--- src/hdl/mcrd_pkg.sv ---
// Shared types and constants for the motor CAN reply decoder.
`timescale 1ns / 1ps
`default_nettype none
package mcrd_pkg;

  // Configuration register indexes
  localparam int CFG_IDX_W = 1;
  localparam logic [CFG_IDX_W-1:0] CFG_OWN_MOTOR_ID = 1'b0;
  localparam logic [CFG_IDX_W-1:0] CFG_DISCOVERY_ID = 1'b1;
  localparam int ID_W = 11;

  localparam logic [ID_W-1:0] OWN_ID_RESET  = 11'd1;
  localparam logic [ID_W-1:0] DISC_ID_RESET = 11'd2047;

  // Stream widths
  localparam int IN_DATA_W  = 80;
  localparam int OUT_DATA_W = 144;

  // Header types and query codes
  localparam logic [2:0] HDR_TYPE2 = 3'd2;
  localparam logic [2:0] HDR_TYPE3 = 3'd3;
  localparam logic [2:0] HDR_QUERY = 3'd5;
  localparam logic [7:0] QRY_POSITION = 8'd1;
  localparam logic [7:0] QRY_VERSION  = 8'd30;
  localparam logic [7:0] QRY_TIMEOUT  = 8'd31;
  localparam logic [7:0] QRY_BRAKE    = 8'd37;
  localparam logic [7:0] DISC_MARK0   = 8'hff;
  localparam logic [7:0] DISC_MARK2   = 8'h01;
  localparam logic [8:0] TEMP_OFFSET  = 9'd50;

  // Required data length codes
  localparam logic [3:0] DLC_FEEDBACK = 4'd8;
  localparam logic [3:0] DLC_POSITION = 4'd6;
  localparam logic [3:0] DLC_VERSION  = 4'd8;
  localparam logic [3:0] DLC_TIMEOUT  = 4'd4;
  localparam logic [3:0] DLC_BRAKE    = 4'd3;
  localparam logic [3:0] DLC_DISCOVER = 4'd5;

  typedef enum logic [2:0] {
    KIND_NONE      = 3'd0,
    KIND_TYPE2     = 3'd1,
    KIND_TYPE3     = 3'd2,
    KIND_POSITION  = 3'd3,
    KIND_VERSION   = 3'd4,
    KIND_TIMEOUT   = 3'd5,
    KIND_BRAKE     = 3'd6,
    KIND_DISCOVERY = 3'd7
  } reply_kind_t;

  typedef struct packed {
    logic [ID_W-1:0] frame_ident;
    logic            remote_flag;
    logic [3:0]      byte_count;
    logic [63:0]     payload;
  } frame_t;

  typedef struct packed {
    reply_kind_t        reply_kind;
    logic [4:0]         fault_code;
    logic [31:0]        float_bits;
    logic signed [15:0] current_centiamps;
    logic signed [8:0]  temp_half_degrees;
    logic [15:0]        comm_timeout;
    logic [23:0]        hardware_version;
    logic [23:0]        software_version;
    logic               brake_released;
    logic [ID_W-1:0]    found_motor;
  } reply_t;

endpackage
`default_nettype wire

--- src/hdl/mcrd_decode.sv ---
// Combinational classifier and field decoder for one received frame.
`timescale 1ns / 1ps
`default_nettype none
module mcrd_decode (
  input  wire mcrd_pkg::frame_t            frame,
  input  wire logic [mcrd_pkg::ID_W-1:0]   own_id,
  input  wire logic [mcrd_pkg::ID_W-1:0]   disc_id,
  output mcrd_pkg::reply_t                 reply
);

  logic [7:0]  b [8];
  logic [2:0]  hdr;
  logic        own_ok;
  logic        disc_ok;
  logic [31:0] fb_feed;
  logic [31:0] fb_pos;
  logic [15:0] disc_val;
  logic        feed_ok;
  logic        pos_ok;

  // Split payload into bytes, byte 0 highest
  always_comb begin
    for (int i = 0; i < 8; i++) begin
      b[i] = frame.payload[63-8*i -: 8];
    end
  end

  assign hdr      = b[0][7:5];
  assign own_ok   = !frame.remote_flag && (frame.frame_ident == own_id);
  assign disc_ok  = !frame.remote_flag && (frame.frame_ident == disc_id);
  assign fb_feed  = {b[1], b[2], b[3], b[4]};
  assign fb_pos   = {b[2], b[3], b[4], b[5]};
  assign disc_val = {b[3], b[4]};
  // exponent all ones means infinity or NaN
  assign feed_ok  = (fb_feed[30:23] != 8'hff);
  assign pos_ok   = (fb_pos[30:23] != 8'hff);

  always_comb begin
    reply = '0;
    reply.reply_kind = mcrd_pkg::KIND_NONE;
    if (own_ok) begin
      if (frame.byte_count == mcrd_pkg::DLC_FEEDBACK &&
          (hdr == mcrd_pkg::HDR_TYPE2 || hdr == mcrd_pkg::HDR_TYPE3)) begin
        if (feed_ok) begin
          reply.reply_kind        = (hdr == mcrd_pkg::HDR_TYPE2) ?
                                    mcrd_pkg::KIND_TYPE2 : mcrd_pkg::KIND_TYPE3;
          reply.fault_code        = b[0][4:0];
          reply.float_bits        = fb_feed;
          reply.current_centiamps = {b[5], b[6]};
          reply.temp_half_degrees = {1'b0, b[7]} - mcrd_pkg::TEMP_OFFSET;
        end
      end else if (hdr == mcrd_pkg::HDR_QUERY) begin
        if (b[1] == mcrd_pkg::QRY_POSITION &&
            frame.byte_count == mcrd_pkg::DLC_POSITION) begin
          if (pos_ok) begin
            reply.reply_kind = mcrd_pkg::KIND_POSITION;
            reply.fault_code = b[0][4:0];
            reply.float_bits = fb_pos;
          end
        end else if (b[1] == mcrd_pkg::QRY_VERSION &&
                     frame.byte_count == mcrd_pkg::DLC_VERSION) begin
          reply.reply_kind       = mcrd_pkg::KIND_VERSION;
          reply.fault_code       = b[0][4:0];
          reply.hardware_version = {b[2], b[3], b[4]};
          reply.software_version = {b[5], b[6], b[7]};
        end else if (b[1] == mcrd_pkg::QRY_TIMEOUT &&
                     frame.byte_count == mcrd_pkg::DLC_TIMEOUT) begin
          reply.reply_kind   = mcrd_pkg::KIND_TIMEOUT;
          reply.fault_code   = b[0][4:0];
          reply.comm_timeout = {b[2], b[3]};
        end else if (b[1] == mcrd_pkg::QRY_BRAKE &&
                     frame.byte_count == mcrd_pkg::DLC_BRAKE) begin
          if (b[2][7:1] == 7'd0) begin
            reply.reply_kind     = mcrd_pkg::KIND_BRAKE;
            reply.fault_code     = b[0][4:0];
            reply.brake_released = b[2][0];
          end
        end
      end
    end

    // Discovery reply, only when nothing above matched
    if (reply.reply_kind == mcrd_pkg::KIND_NONE && disc_ok &&
        frame.byte_count == mcrd_pkg::DLC_DISCOVER &&
        b[0] == mcrd_pkg::DISC_MARK0 && b[1] == mcrd_pkg::DISC_MARK0 &&
        b[2] == mcrd_pkg::DISC_MARK2 &&
        disc_val != 16'd0 && disc_val < {5'd0, disc_id}) begin
      reply.reply_kind  = mcrd_pkg::KIND_DISCOVERY;
      reply.found_motor = disc_val[mcrd_pkg::ID_W-1:0];
    end
  end

endmodule
`default_nettype wire

--- src/hdl/motor_can_reply_decoder.sv ---
// Top level: motor CAN reply decoder with input and result registers.
// out_tvalid rises once an accepted input beat has passed the input register
// and then the result register; a stalled result register holds it back.
// Throughput: one frame per cycle unless out_tready stalls; the input register
// feeds the decode logic, whose output lands in the result register.
// Reset (rst_n low, synchronous): both stages empty, own_motor_id = 1,
// discovery_id = 2047.
`timescale 1ns / 1ps
`default_nettype none
module motor_can_reply_decoder (
  input  wire logic                              clk,
  input  wire logic                              rst_n,
  // tdata: frame_ident[10:0], byte_count[14:11], payload[78:15], zero[79]
  input  wire logic [mcrd_pkg::IN_DATA_W-1:0]    in_tdata,
  // tuser: remote_flag[0]
  input  wire logic                              in_tuser,
  input  wire logic                              in_tvalid,
  output logic                                   in_tready,
  // tdata: fault_code[4:0], float_bits[36:5], current_centiamps[52:37],
  // temp_half_degrees[61:53], comm_timeout[77:62], hardware_version[101:78],
  // software_version[125:102], brake_released[126], found_motor[137:127],
  // zero[143:138]
  output logic [mcrd_pkg::OUT_DATA_W-1:0]        out_tdata,
  // tuser: reply_kind[2:0]
  output logic [2:0]                             out_tuser,
  output logic                                   out_tvalid,
  input  wire logic                              out_tready,
  input  wire logic                              cfg_wr_en,
  input  wire logic [mcrd_pkg::CFG_IDX_W-1:0]    cfg_index,
  input  wire logic [mcrd_pkg::ID_W-1:0]         cfg_wdata
);

  logic [mcrd_pkg::ID_W-1:0] own_id_r;
  logic [mcrd_pkg::ID_W-1:0] disc_id_r;
  mcrd_pkg::frame_t          frame_r;
  logic                      frame_vld_r;
  mcrd_pkg::reply_t          reply_nxt;
  mcrd_pkg::reply_t          reply_r;
  logic                      out_vld_r;
  logic                      out_load;
  logic                      in_load;

  // Configuration registers
  always_ff @(posedge clk) begin
    if (!rst_n) begin
      own_id_r  <= mcrd_pkg::OWN_ID_RESET;
      disc_id_r <= mcrd_pkg::DISC_ID_RESET;
    end else if (cfg_wr_en) begin
      unique case (cfg_index)
        mcrd_pkg::CFG_OWN_MOTOR_ID: own_id_r  <= cfg_wdata;
        mcrd_pkg::CFG_DISCOVERY_ID: disc_id_r <= cfg_wdata;
        default: ;
      endcase
    end
  end

  // Stage handshakes: result register frees when empty or being taken
  assign out_load  = frame_vld_r && (!out_vld_r || out_tready);
  assign in_tready = !frame_vld_r || out_load;
  assign in_load   = in_tvalid && in_tready;

  // Input register
  always_ff @(posedge clk) begin
    if (!rst_n) begin
      frame_vld_r <= 1'b0;
    end else if (in_tready) begin
      frame_vld_r <= in_tvalid;
    end
  end

  always_ff @(posedge clk) begin
    if (in_load) begin
      frame_r.frame_ident <= in_tdata[10:0];
      frame_r.byte_count  <= in_tdata[14:11];
      frame_r.payload     <= in_tdata[78:15];
      frame_r.remote_flag <= in_tuser;
    end
  end

  // Decode
  mcrd_decode u_decode (
    .frame   (frame_r),
    .own_id  (own_id_r),
    .disc_id (disc_id_r),
    .reply   (reply_nxt)
  );

  // Result register
  always_ff @(posedge clk) begin
    if (!rst_n) begin
      out_vld_r <= 1'b0;
    end else if (!out_vld_r || out_tready) begin
      out_vld_r <= frame_vld_r;
    end
  end

  always_ff @(posedge clk) begin
    if (out_load) begin
      reply_r <= reply_nxt;
    end
  end

  assign out_tvalid = out_vld_r;
  assign out_tuser  = reply_r.reply_kind;
  assign out_tdata  = {6'd0,
                       reply_r.found_motor,
                       reply_r.brake_released,
                       reply_r.software_version,
                       reply_r.hardware_version,
                       reply_r.comm_timeout,
                       reply_r.temp_half_degrees,
                       reply_r.current_centiamps,
                       reply_r.float_bits,
                       reply_r.fault_code};

endmodule
`default_nettype wire

--- config.mk ---
export PLATFORM = sky130hd
export DESIGN_NAME = motor_can_reply_decoder
export DESIGN_NICKNAME = d
export VERILOG_FILES = /design/src/hdl/mcrd_pkg.sv /design/src/hdl/mcrd_decode.sv /design/src/hdl/motor_can_reply_decoder.sv
export SDC_FILE = /design/constraint.sdc
export NUM_CORES = 1
export LEC_CHECK = 0
export BUFFER_PORTS_ARGS = -buffer_cell sky130_fd_sc_hd__clkbuf_2
export CORE_ASPECT_RATIO = 1.4
export CORE_UTILIZATION = 31
export DETAILED_ROUTE_END_ITERATION = 6
export PLACE_DENSITY = 0.6
export SYNTH_ARGS = -nofsm -noshare
export SYNTH_HDL_FRONTEND = slang
export SYNTH_SLANG_ARGS = --single-unit
export TNS_END_PERCENT = 30
--- constraint.sdc ---
create_clock -name clk -period 16.07 [get_ports clk]
set_clock_uncertainty 0.15 [all_clocks]
set_input_delay 1.607 -clock clk [delete_from_list [all_inputs] [get_ports clk]]
set_output_delay 1.607 -clock clk [all_outputs]
set_load 0.005 [all_outputs]
# After elaboration in Yosys (flattened, before gate mapping)
# Cells that the tools add are included.
# totals
inputBits	98
ff_bits	245
# classes
muxes	23
bitwise	7
n_eq_ne	19
order_cmp	1
reduce_logical	31
add_sub_neg	1
# op_table
cell	count
$mux 65	4
$mux 130	1
$mux 40	2
$mux 48	1
$mux 8	5
$mux 39	1
$mux 16	2
$mux 32	1
$mux 25	1
$eq 11x11->1	2
$eq 8x1->1 const B	2
$eq 8x5->1 const B	2
$eq 8x8->1 const B	2
$logic_and 1x1->1	16
$lt 16x11->1	1
$ne 8x8->1 const B	2
$reduce_bool 16->1	1
$eq 4x3->1 const B	3
$sub 8x6->9 const B	1
$eq 8x6->1 const B	1
$reduce_or 8->1	1
$logic_not 7->1	1
$not 1->1	7
$eq 3x2->1 const B	2
other kinds (12)	20

# Longest topological paths before layout
# logic_depth
word_depth	17
mapped_depth	8
ltp_nobuf	7

# Modules after synthesis
# From an unflattened synthesis, not the netlist that was laid out.
# hier_totals
hier_cells	661
hier_area_um2	9922.0
# modules_own_cells
module	cells_each	seq_area_each_um2	area_each_um2	n_inst
motor_can_reply_decoder	335	7116.8	7711.1	1
mcrd_decode	326	0.0	2210.9	1

# Worst setup path before layout
# Ideal clock, no wire load.
# synth_timing
kind	in2reg
from	in out_tready
to	reg reply_r, in the netlist out_tdata[0] (enable)
path_stages	2
setup_ns	0.660
setup_slack_ns	7.342
path_buffers	0
t_arrival_ns	7.918
cell_sequence	nor2b_1 -> nor2b_1
# synth_between
elab_chain_cells	2
# synth_lines
item	line	text
start: declaration	motor_can_reply_decoder.sv:27	input wire logic out_tready,
$logic_or 1x1->1	motor_can_reply_decoder.sv:58	assign out_load = frame_vld_r && (!out_vld_r || out_tready);
$logic_and 1x1->1	motor_can_reply_decoder.sv:58	
via out_load	motor_can_reply_decoder.sv:40	logic out_load;
end signal: assignment	motor_can_reply_decoder.sv:99	reply_r <= reply_nxt;
end: declaration	motor_can_reply_decoder.sv:38	mcrd_pkg::reply_t reply_r;
# The timed path passes the listed nets, and every way through them passes these cells.
# A chain may end at the register's enable or synchronous reset.

# Worst setup path in the final report
# layout_timing
from	in out_tready
to	out in_tready
# layout_between
elab_chain_cells	3
# layout_lines
item	line	text
$logic_or 1x1->1	motor_can_reply_decoder.sv:58	
$logic_and 1x1->1	motor_can_reply_decoder.sv:58	
$logic_or 1x1->1	motor_can_reply_decoder.sv:59	assign in_tready = !frame_vld_r || out_load;
end: declaration	motor_can_reply_decoder.sv:18	output logic in_tready,
# No other way between the ends.

==> impl_results.md <==
- Synthesis-to-layout area growth: 25.02%
- Worst Path Max Fanout: 4
- Number of CTS-inserted buffers: 25
- Final wirelength: 24,650 µm
- Most frequent standard cell in the layout excluding fill and tap cells: clkbuf_2
- Total iterations of the first detailed-routing run: 5
- Total GRT Usage: 0.1542
- Crit-path leading delay family: simple AND/OR/NAND/NOR gates
- CP Launch Type: input port
- Vias in the first global route: 5,938
- Most used cells in the layout excluding fill and tap cells: 239 x clkbuf_2, 221 x edfxtp_1, 62 x and2_1, 39 x nand2_1, 32 x a22o_1
- Summed instance area of the synthesized netlist: 0.009585 mm²
- Post-Syn Instances: 622
- Max Clk Rate: 250.2 MHz
- Worst reg-to-reg path cell count: 6
- Number of hold violations in the final report: 0
- Clk pin slew, worst setup/hold paths: 0.06 ns
- Critical R2R Capture: out_tdata[34]
- Ratio of total power to cell area: 115.9 mW/mm²
- CTS Hold Buffers Added: 0
- Max clock buf depth: 3
- Crit path max-delay cell type: nor2b_1
- Clock tree from TritonCTS: built
- Critical path start-end classification: input port to output pin
- Number of nets in the finished design: 980
- Setup slack at placement: 12.00 ns
- Port Buffers: 239
- Switching part of the total: 0.2158
- Via count: 6,007
- Clock network power share: 0.408
- Total global routing overflow: 0
- Initial detailed-routing violation count: 370
- Net switching power of the design: 299.9 µW
- Core area: 0.03022 mm²
- Clock root buffer master: clkbuf_16
- Fraction of layout cells with a size suffix above 1: 0.3285
- Leakage dissipation: 4.623 nW
- Maximum number of pins on one net before global-route repair: 85
- ANT cells: 0
- Cell occurring most often along the worst timing path: clkbuf_2
- Floorplan die area: 0.03164 mm²
- Share of cell area taken by muxes after synthesis: 0
- Status: finished, final reports clean
- Setup repair after global routing missed its margin: no
- Count of yosys warnings during synthesis: 0
- Endpoint kind of the worst setup timing path: output pin
- Final weighted congestion of routability-driven global placement: 0.8030
- Top area cells in the synthesized netlist: edfxtp_1 69%, dfxtp_1 5.0%, and2_1 4.1%
- Final number of max-transition violations: 0
- Detailed-placement wirelength estimate: 17,760 µm
- Leading register cell type out of synthesis: edfxtp_1
- Hold WS: 0.3264 ns
- Peak per-stage delay on the critical path: 0.30 ns
- Avg Cell Area, Syn: 15.41 µm²
- Die Y-Extent: 210.1 µm
- Reported max-cap violation count: 0
- Internal power consumption: 1.090 mW
- Post-layout instance count excluding filler cells: 1,274
- Reg2reg start: frame_r[52]
- CP arrival: 2.24 ns
- Part of the power in combinational logic: 0.052
- R2R Setup Slk: 12.99 ns
- Average via count per standard cell: 4.715
- Final cycle utilization of the critical path: 0.2487
- Initial antenna violation count: 0
- Share of the core filled with cells in the final layout: 0.3966
- Share of async-settable or async-resettable flops after synthesis: 0
- Area share of fa/ha/maj cells after synthesis: 0.01436
- Count of buffering cells on the critical path with inverters included: 2
- Main combinational cell family by area after synthesis: simple AND/OR/NAND/NOR gates
- Relative slew margins: 0.2765
- Number of cells on the worst hold path: 2
- Clk_lat worst skew: 0.52 ns
- Peak VDD IR: 0.00005915 V
- DRT antenna net count: 0
- Share of the yosys chip area belonging to registers: 0.7425
- Routed len/inst: 19.34 µm
- Row count: 75
- Number of flops mapped to enable cells by yosys: 221
- Transition time of the tightest slew-check pin: 1.085 ns
- CP Capture Point: in_tready
- Crit. Startpoint: out_tready
- Cells along the critical path: clkbuf_2, nor2b_1, nand2_1, clkbuf_2
- Clock Sinks: 245
- Die Span X: 150.6 µm
- Share of power burned in registers: 0.540
- Ports placed on the boundary: 247
- Simple-gate area share of the yosys netlist: 0.1311
- Worst min path class: register to register
- Final setup violation count: 0
- First-pass GRT wire length: 35,800 µm
- Netlist cell types: 50
- Initial core utilization: 0.3172
- Total DRC errors in the routed layout: 0
- Setup total negative slack: 0 ns
- Stages on the worst setup path: 4
- Top cell type by total area after synthesis: edfxtp_1
- XOR/XNOR Fraction of Synth Area: 0.02376
- Compound-gate portion of the synthesized area: 0.06357
- Worst endpoint required time: 14.31 ns
- Post-CTS Setup Inserts: 0
- Tmin final: 3.997 ns
- Depth of the CTS H-tree: 1
- Flip-flop and latch count after synthesis: 245
- Number of placed cells counting well taps: 1,229
- Synth top area share: 0.6923
- Number of resized instances in the post-cts repair step: 0
- Final worst slack: 12.07 ns
==> state kept, by name (all words and copies together), names as in the netlist <==
signal and count:
disc_id_r 11, out_tuser 3, frame_vld_r 1, frame_r 80, out_tdata 138, out_tvalid 1
own_id_r 11
==> Yosys cell counts (13+ instances only) <==
cell type	n
edfxtp_1	221
nor3b_1	13
o211ai_1	14
nor2_1	15
dfxtp_1	24
inv_1	14
and2_1	63
nand2_1	39
clkbuf_1	15
and3_1	24
xor2_1	13
xnor2_1	13
a22o_1	32
==> power groups by stage <==
stage,sequential (mW),clock (mW),combinational (mW)
after floorplan,0.763,0,0.0291
after global placement,0.764,0,0.0728
after detailed placement,0.765,0,0.0734
after CTS,0.752,0.579,0.0738
after global routing,0.755,0.599,0.0801
final,0.751,0.567,0.0721
==> kinds of logic (layout without fill, tap and decap cells) <==
family | after synthesis | count (layout)
xor+xnor | 26 | 26
other cells | 1 | 6
buf+inv | 46 | 308
compound gates | 78 | 78
simple gates | 215 | 215
flops | 245 | 245
fa+ha+maj | 11 | 11
==> metal layers <==
metal  vias to the layer above  global-route usage  part of all wire
li1                       2836                   -                 -
met1                      2905              0.1805              0.38
met2                       221              0.2763              0.52
met3                        45             0.02381             0.063
met4                         0             0.06552             0.036
met5                         -                   0                 0
==> through the flow <==
stage               cell area (µm²)  power, mW
finish                        11980      1.389
global route                  11980      1.434
CTS                           11980      1.405
detailed placement            11190     0.8385
global placement              11190     0.8366
floorplan                      9604     0.7921
==> worst register-to-register path, delay by kind of cell, from the launching register on <==
family | cells | cell delay (ns)
buf+inv | 1 | 0.37
flops | 1 | 0.44
compound gates | 1 | 0.17
simple gates | 4 | 1.82
==> final cells by class <==
| type | count | area (µm²) |
|---|---|---|
| flip-flops and latches | 245 | 7117 |
| inverters | 14 | 52.55 |
| multi-input cells | 336 | 2268 |
| repair buffers | 249 | 1271 |
| clock inverters | 10 | 110.1 |
| fillers | 2915 | 18230 |
| clock buffers | 35 | 683.2 |
| well taps | 385 | 481.7 |
==> worst min-delay path by stage <==
stage | start | end | slack, ns
2_1_floorplan | own_id_r[10] | own_id_r[10] | 0.31
6_report | own_id_r[1] | own_id_r[1] | 0.33
5_1_grt | own_id_r[10] | own_id_r[10] | 0.35
3_5_place_dp | own_id_r[10] | own_id_r[10] | 0.32
3_3_place_gp | own_id_r[2] | own_id_r[2] | 0.32
4_1_cts | own_id_r[10] | own_id_r[10] | 0.33
Note: power is estimated with default switching activity, not from simulation.
